## src/sv/lrbc_ram.sv

```systemverilog
// ============================================================================
// lrbc_ram: generic single-write, single-read RAM
// One write port, one read port, read data registered.
// ============================================================================
`default_nettype none

module lrbc_ram #(
    parameter int WIDTH = 8,
    parameter int DEPTH = 16
) (
    input  wire logic                                     clk,
    input  wire logic                                     we,
    input  wire logic [((DEPTH > 1) ? $clog2(DEPTH) : 1)-1:0] waddr,
    input  wire logic [WIDTH-1:0]                         wdata,
    input  wire logic [((DEPTH > 1) ? $clog2(DEPTH) : 1)-1:0] raddr,
    output logic      [WIDTH-1:0]                         rdata
);

    logic [WIDTH-1:0] mem [DEPTH];

    always_ff @(posedge clk)
    begin
        if (we)
        begin
            mem[waddr] <= wdata;
        end
        rdata <= mem[raddr];
    end

endmodule

`default_nettype wire

```

## config.mk

```make
export PLATFORM = sky130hd
export DESIGN_NAME = lrbc_ram
export DESIGN_NICKNAME = d
export VERILOG_FILES = /design/src/sv/lrbc_ram.sv
export SDC_FILE = /design/constraint.sdc
export NUM_CORES = 1
export LEC_CHECK = 0
export ABC_AREA = 1
export BUFFER_PORTS_ARGS = -buffer_cell sky130_fd_sc_hd__buf_2
export CAP_MARGIN = 25
export CORE_AREA = 2 2 106 108
export DETAILED_ROUTE_END_ITERATION = 16
export DIE_AREA = 0 0 108 110
export PLACE_DENSITY = 0.75
export SYNTH_ARGS = -nofsm -noshare
export SYNTH_HDL_FRONTEND = slang
export SYNTH_SLANG_ARGS = --single-unit
export TNS_END_PERCENT = 100
```

## constraint.sdc

```tcl
create_clock -name clk -period 1.4 [get_ports clk]
set_input_delay 0.07 -clock clk [delete_from_list [all_inputs] [get_ports clk]]
set_output_delay 0.07 -clock clk [all_outputs]
set_load 0.01 [all_outputs]
```

==> results of run 1 <==
[power by group]
group          internal, uW  switching (uW)  leakage [uW]  total, uW
sequential             4550            30.0       0.00122       4580
combinational           190             398       0.00147        587
clock                  3100            1680      0.000308       4780
total                  7840            2110       0.00300       9950
[layer usage]
layer / track usage / vias to the layer above / wire (microns)
met5: 0 / - / 0
li1: - / 1883 / -
met2: 0.393 / 171 / 6490
met3: 0.0511 / 26 / 1000
met4: 0.0934 / 0 / 324
met1: 0.302 / 1920 / 5240
[logic make-up (layout without fill, tap and decap cells)]
| kind of cell | after synthesis | count (layout) |
|---|---|---|
| simple gates | 289 | 289 |
| buf+inv | 126 | 193 |
| flops | 136 | 136 |
[area by class of cell]
class                      count  area, sq um
clock inverter                13          215
sequential                   136         4000
timing repair buffer          59          428
inverter                     102          383
multi-input combinational    289         1210
fill                         785         3860
tap                          140          175
clock buffer                  19          422
[synthesized netlist by cell type]
| cell type | instances |
|---|---|
| buf_1 | 1 |
| buf_2 | 13 |
| buf_4 | 4 |
| buf_6 | 6 |
| dfxtp_1 | 8 |
| edfxtp_1 | 128 |
| inv_1 | 100 |
| inv_2 | 2 |
| nand2_1 | 173 |
| nand3_1 | 97 |
| nand3b_1 | 2 |
| nor2_1 | 17 |
[per-stage QoR]
step	hold WS [ns]	power (uW)	setup WS, ns	util
after floorplan	0.169	4990	0.379	-
after global routing	0.124	10200	0.283	0.639
final	0.0860	9950	0.302	0.639
after detailed placement	0.432	5220	0.207	0.571
after global placement	0.436	5210	0.233	0.571
after CTS	0.00378	9990	0.303	0.638
[cells in the final DEF, fill, tap and decap left out]
cell type,Yosys,layout
clkinv_2,0,1
clkbuf_1,0,2
inv_6,0,4
dlygate4sd3_1,0,9
buf_2,13,25
nand3b_1,2,2
nor2_1,17,17
edfxtp_1,128,128
clkinvlp_4,0,1
nand3_1,97,97
nand2_1,173,173
clkbuf_8,0,1
bufinv_16,0,5
dfxtp_1,8,8
inv_1,100,100
inv_2,2,2
clkinv_4,0,2
buf_4,4,23
clkbuf_16,0,16
buf_12,0,2
[state kept, by name (all words and copies together) (netlist names)]
name,count
mem,128
rdata,8
[worst max path at each step]
stage,endpoint,startpoint,slack [ns],cells past startpoint
floorplan,mem[10][0],waddr[2],0.38,2
global placement,rdata[6],raddr[1],0.23,7
detailed placement,rdata[6],raddr[1],0.21,7
CTS,rdata[2],rdata[2],0.30,1
global route,rdata[2],rdata[2],0.28,1
finish,rdata[2],rdata[2],0.30,1
[worst register-to-register path: stages, from the launching register on]
cell and delay, ns:
edfxtp_1 0.38, inv_1 0.07, nand2_1 0.04, nand3_1 0.11, nand3_1 0.12, nand3_1 0.16, nand2_1 0.07
==> summary.txt, run 1 <==
Clocking
  – TritonCTS Buffers: 17
  – Max Root-Sink Buffers: 2
  – H-tree levels: 4
  – Post_cts resized: 0
  – Clock Tree Root: clkbuf_8
  – Clock transition at path regs: 0.06 ns
  – Hold Buf Count CTS: 8
  – CTS sink cnt: 136
  – CTS tree: built
  – Post-CTS Setup Repair Bufs: 0
  – Later-pin clock latency in the skew report: 0.51 ns

Yosys
  – Distinct cells, synth: 12
  – Post-synthesis simple-gate area fraction: 0.210
  – Seq/Total Area, Yosys: 0.694
  – Area leader, netlist: edfxtp_1
  – Seq cells post-synth: 136
  – Mapped Cells: between 500 and 600
  – Net Count, Synth: 569
  – Yosys Warn Count: 0
  – Post-synth top area share: 0.667
  – Post-synthesis compound-gate area fraction: 0
  – Mux share of post-synthesis cell area: 0
  – Adder-Cell Fraction of Synth Area: 0
  – XOR/XNOR share of the synthesized area: 0
  – Post-synthesis cell area: 0.00577 sq mm
  – Largest family of logic cells by synthesized area: simple AND/OR/NAND/NOR gates
  – Synth top area cells: edfxtp_1 67%, nand2_1 11%, nand3_1 8.4%
  – Syn Area/Cell: 10.5 sq um

Timing
  – Slew Viols, Final: 0
  – Fin. Hold Viols: 0
  – Worst slew pin tran: 0.363 ns
  – Tmin final: 1.10 ns
  – Slew headroom: 0.758
  – Clock Skews: 0.00654 ns
  – F_max: 0.910 GHz
  – Final TNS setup: 0 ns
  – Setup Viol. Count Final: 0
  – RSZ-0062 raised after global routing: no
  – Tcrit/Tclk final: 0.785

Pwr
  – Leak: 0.00300 uW
  – PD cells: ~1500 mW/mm^2
  – VDD IR-drop max: between 0.8 and 0.9 mV

Finish
  – Post-route insts no fill: about 760
  – Share of cells above drive strength 1: 0.133
  – Final nets: just over 600
  – Layout overhead on the synthesized area: 18.6%
  – Finished Cell Area: between 0.006 and 0.007 sq mm
  – N_diodes: 0

Global routing
  – Vias in the first global route: 3898
  – First-pass GRT wire length: 20300 microns
  – Initial antenna violation count: 0
  – Grt ovf: 0
  – Largest net degree at the start of global routing: 37
  – Total Routing Usage GR: 0.235

Outcome
  – Status: finished, final reports clean

Worst setup path
  – CP max FO: 1
  – Crit end category: output pin
  – Reg2Reg Setup Slack: 0.35 ns
  – Worst R2R Start: mem[1][6]
  – CP top delay family: flip-flops
  – Worst path bufs/invs: 1
  – Worst reg2reg path depth: 6
  – R2R Path End: rdata[6]
  – Worst EP arrival: 1.03 ns
  – Crit start category: register
  – Slowest Stage Delay on Critical Path: 0.37 ns
  – Kind of critical path: reg -> out
  – Worst Path Required: ~1.3 ns
  – Cell at the slowest stage of the critical path: dfxtp_1
  – CP Cell Sequence: buf_2

Detailed routing
  – DRC: 0
  – Via density: 5.28
  – Pre-Repair DR Iteration Count: 5
  – Wirelength per Cell: between 15 and 20 microns
  – Antenna Nets Post-Route: 0
  – DR iter-0 viols: 400
  – Vias post-DR: 4000
  – Post-Route WL: 13100 microns

Placed design
  – GP Congestion: ~0.94
  – # placed instances: 717
  – Detailed Place HPWL: between 7000 and 8000 microns
  – PortBufs: 25
  – DP Area: 0.00611 sq mm

Worst hold path
  – Hold EP: rdata[4]
  – WHS Path Cells: 5
  – HP Class: in -> reg
  – Min-delay src: raddr[2]

Floorplanning
  – Die Y: between 100 and 150 microns
  – # rows: 38
  – Die X: 108 microns
  – Core ar.: around 0.011 sq mm
  – Full die area: 0.0119 sq mm
  – Initial Util: 0.539
  – Ports: 26

Run
  – Max Cap Violations: 0
(Power assumes the default switching activity.)
==> run 2: changes to the inputs <==
==> config.mk (replaced) <==
export PLATFORM = sky130hd
export DESIGN_NAME = lrbc_ram
export DESIGN_NICKNAME = d
export VERILOG_FILES = /design/src/sv/lrbc_ram.sv
export SDC_FILE = /design/constraint.sdc
export NUM_CORES = 1
export LEC_CHECK = 0
export ABC_AREA = 0
export BUFFER_PORTS_ARGS = -buffer_cell sky130_fd_sc_hd__buf_2
export CAP_MARGIN = 25
export CORE_AREA = 2 2 101 103
export DETAILED_ROUTE_END_ITERATION = 16
export DIE_AREA = 0 0 103 105
export PLACE_DENSITY = 0.77
export SYNTH_ARGS = -nofsm -noshare
export SYNTH_HDL_FRONTEND = slang
export SYNTH_SLANG_ARGS = --single-unit
export TNS_END_PERCENT = 100
==> constraint.sdc (replaced) <==
create_clock -name clk -period 0.9 [get_ports clk]
set_input_delay 0.045 -clock clk [delete_from_list [all_inputs] [get_ports clk]]
set_output_delay 0.045 -clock clk [all_outputs]
set_load 0.01 [all_outputs]
==> run 2 against run 1 <==
The flow now finishes with violations (setup timing). Setup slack worse by 0.72 ns. Synthesized cell count down 58%. Wire length down 24%. Clock skew up 0.0031 ns. Highest routed layer unchanged.
==> summary.txt, run 2 <==
Clocking
  – CTS tree: built
  – CTS sink cnt: 136 (unchanged)
  – Max Root-Sink Buffers: 2 (unchanged)
  – Later-pin clock latency in the skew report: 0.51 ns (about the same)
  – TritonCTS Buffers: 17 (unchanged)
  – H-tree levels: 4 (unchanged)
  – Post-CTS Setup Repair Bufs: 0 (unchanged)
  – Clock Tree Root: clkbuf_8
  – Clock transition at path regs: 0.06 ns (about the same)

Pwr
  – PD cells: 2220 mW/mm^2 (+53%)
  – VDD IR-drop max: 1.27 mV (+46%)
  – Final Power: 14400 uW (+45%)
  – Leak: 0.00216 uW (-28%)

Global routing
  – Initial antenna violation count: 0 (unchanged)
  – Grt ovf: 0 (unchanged)
  – Met1 Use GR: 0.285 (-0.0178)
  – Total Routing Usage GR: 0.204 (-0.0313)
  – Routing usage on met2: 0.312 (-0.0809)
  – Layer carrying the most global-route usage: met2
  – GR met3 Demand/Resource: 0.0502 (-0.000979)
  – Vias in the first global route: 2579 (-34%)
  – Largest net degree at the start of global routing: 22 (-41%)
  – First-pass GRT wire length: 15300 microns (-25%)

Yosys
  – Yosys Warn Count: 0 (unchanged)
  – Top post-synthesis cells by count: 128 x edfxtp_1, 18 x mux4_2, 16 x a22oi_1
  – Number of synthesized flops with an enable pin: 128 (unchanged)
  – Post-synth ARST share: 0 (unchanged)
  – Distinct cells, synth: 19 (+7)
  – Net Count, Synth: 247 (-57%)
  – Area leader, netlist: edfxtp_1
  – Synth top area cells: edfxtp_1 75%, mux4_2 7.9%, mux4_1 7.1%
  – Most common cell in the synthesized netlist: edfxtp_1
  – Seq/Total Area, Yosys: 0.778 (+0.0835)
  – Mapped Cells: 229 (-58%)
  – Syn Area/Cell: 22.5 sq um (+110%)
  – Seq cells post-synth: 136 (unchanged)
  – Synth Flop Type: edfxtp_1
  – Post-synth top area share: 0.747 (+0.0802)
  – Post-synthesis cell area: 0.00515 sq mm (-11%)

Floorplanning
  – Die X: 103 microns (-4.6%)
  – Initial Util: 0.534 (-0.00506)
  – Core ar.: 0.00964 sq mm (-9.9%)
  – Ports: 26 (unchanged)
  – # rows: 36 (-5.3%)
  – Die Y: 105 microns (-4.5%)
  – Full die area: 0.0108 sq mm (-9.0%)

Finish
  – Most frequent cells in the layout: 128 x edfxtp_1, 32 x mux4_2, 19 x buf_2
  – N_diodes: 0 (unchanged)
  – Share of cells above drive strength 1: 0.458 (+0.326)
  – Most common cell after layout, fill and taps aside: edfxtp_1
  – Layout overhead on the synthesized area: 26.3%
  – Biggest register: mem
  – Final nets: 317 (-49%)
  – Area of the multi-input gates: 0.00113 sq mm (-6.5%)
  – Max reg flops: 128 (unchanged)
  – Fillers: 631 (-20%)
  – Register area: 0.00401 sq mm (+0.19%)
  – Biggest regs: mem: 128 flops, rdata: 8 flops

Timing
  – RSZ-0062 raised after global routing: yes
  – Worst setup margin: -0.416 ns (-0.717 ns)
  – Slew headroom: 0.454 (-0.305)
  – Fin. Hold Viols: 0 (unchanged)
  – F_max: between 0.7 and 0.8 GHz
  – Clock Skews: 0.00969 ns (+0.00315 ns)
  – Setup Viol. Count Final: 16 (+16)
  – Tmin final: about 1.3 ns
  – Tcrit/Tclk final: 1.46
  – Worst slew pin tran: 0.817 ns (+0.454 ns)
  – Slew Viols, Final: 0 (unchanged)

Detailed routing
  – Wirelength per Cell: 22.2 microns (+29%)
  – DRC: 0 (unchanged)
  – Vias post-DR: 2485 (-38%)
  – Antenna Nets Post-Route: 0 (unchanged)
  – Post-Route WL: 9870 microns (-24%)
  – DR iter-0 viols: 143 (-64%)
  – Via density: 5.58 (+5.8%)
  – Pre-Repair DR Iteration Count: 4 (-1)

Placed design
  – GP Congestion: 0.724 (-23%)
  – Post-place setup slack: -0.540 ns (-0.746 ns)
  – Detailed Place HPWL: 6180 microns (-22%)
  – PortBufs: 25 (unchanged)

Worst setup path
  – Reg2Reg Setup Slack: -0.42 ns (-0.77 ns)
  – Worst path bufs/invs: 0 (-1)
  – CP Cell Sequence: mux4_2, a22oi_1, nand2_2
  – Crit start category: register
  – Crit end category: register
  – CP max FO: 1 (unchanged)
  – CP top delay family: multiplexers
  – Cell at the slowest stage of the critical path: mux4_2
  – Slowest Stage Delay on Critical Path: 0.49 ns (+0.12 ns)
  – Worst EP arrival: 1.70 ns (+0.67 ns)
  – Worst Path Required: 1.29 ns (-0.04 ns)
  – Kind of critical path: reg -> reg

Worst hold path
  – HP Class: in -> reg

Outcome
  – Failing checks: setup timing
  – Status: finished, violations left

Run
  – Max Cap Violations: 0 (unchanged)
run 2: final timing paths:
check	endpoint	start	cells after the start
worst max-delay path	rdata[2]	mem[8][2]	3
worst min-delay path	rdata[3]	raddr[1]	4
worst max register to register	rdata[2]	mem[8][2]	3
worst min register to register	rdata[4]	mem[7][4]	3
run 2: worst reg2reg max path, cell delays in order (launching register included):
cell	delay [ns]
edfxtp_1	0.39
mux4_2	0.49
a22oi_1	0.21
nand2_2	0.10
run 2: routing by layer:
metal | routed length (microns) | share of wire
met5 | 0 | 0
met4 | 142 | 0.014
met3 | 544 | 0.055
met2 | 5120 | 0.52
met1 | 4070 | 0.41
run 2: cells by family after synthesis:
family          count (synthesis)  synth area share
compound gates                 16            0.0233
flops                         136             0.778
mux                            32             0.150
buf+inv                        10            0.0168
simple gates                   35            0.0318
run 2: report_power, final:
part | total [uW] | internal [uW] | switching, uW
clock | 6440 | 4060 | 2380
combinational | 860 | 417 | 443
sequential | 7140 | 7090 | 50.5
run 2: timing repair:
| action | in CTS | in global routing |
|---|---|---|
| gates resized for setup | 8 | 13 |
| cloned | 0 | 0 |
| hold endpoints to repair | 128 | 0 |
| pin swaps | 1 | 0 |
| endpoints found under the setup margin | 16 | 16 |
| hold buffers | 8 | 0 |
run 2: metrics by stage:
| step | utilization | hold WS, ns | area, sq um | cells | TNS (ns) |
|---|---|---|---|---|---|
| 2_1_floorplan | - | 0.144 | 5210 | 229 | -15.43 |
| 3_3_place_gp | 0.599 | 0.427 | 5770 | 405 | -35.23 |
| 6_report | 0.674 | 0.104 | 6500 | 445 | -3.66 |
| 5_1_grt | 0.674 | 0.102 | 6500 | 445 | -4.30 |
| 3_5_place_dp | 0.599 | 0.439 | 5770 | 405 | -37.25 |
| 4_1_cts | 0.668 | 0.100 | 6440 | 445 | -4.10 |
run 2: layout make-up:
class,instances,area share
clock inverter,9,0.0156
multi-input combinational,83,0.175
clock buffer,23,0.0703
timing repair buffer,61,0.0966
tap,133,0.0256
sequential,136,0.617
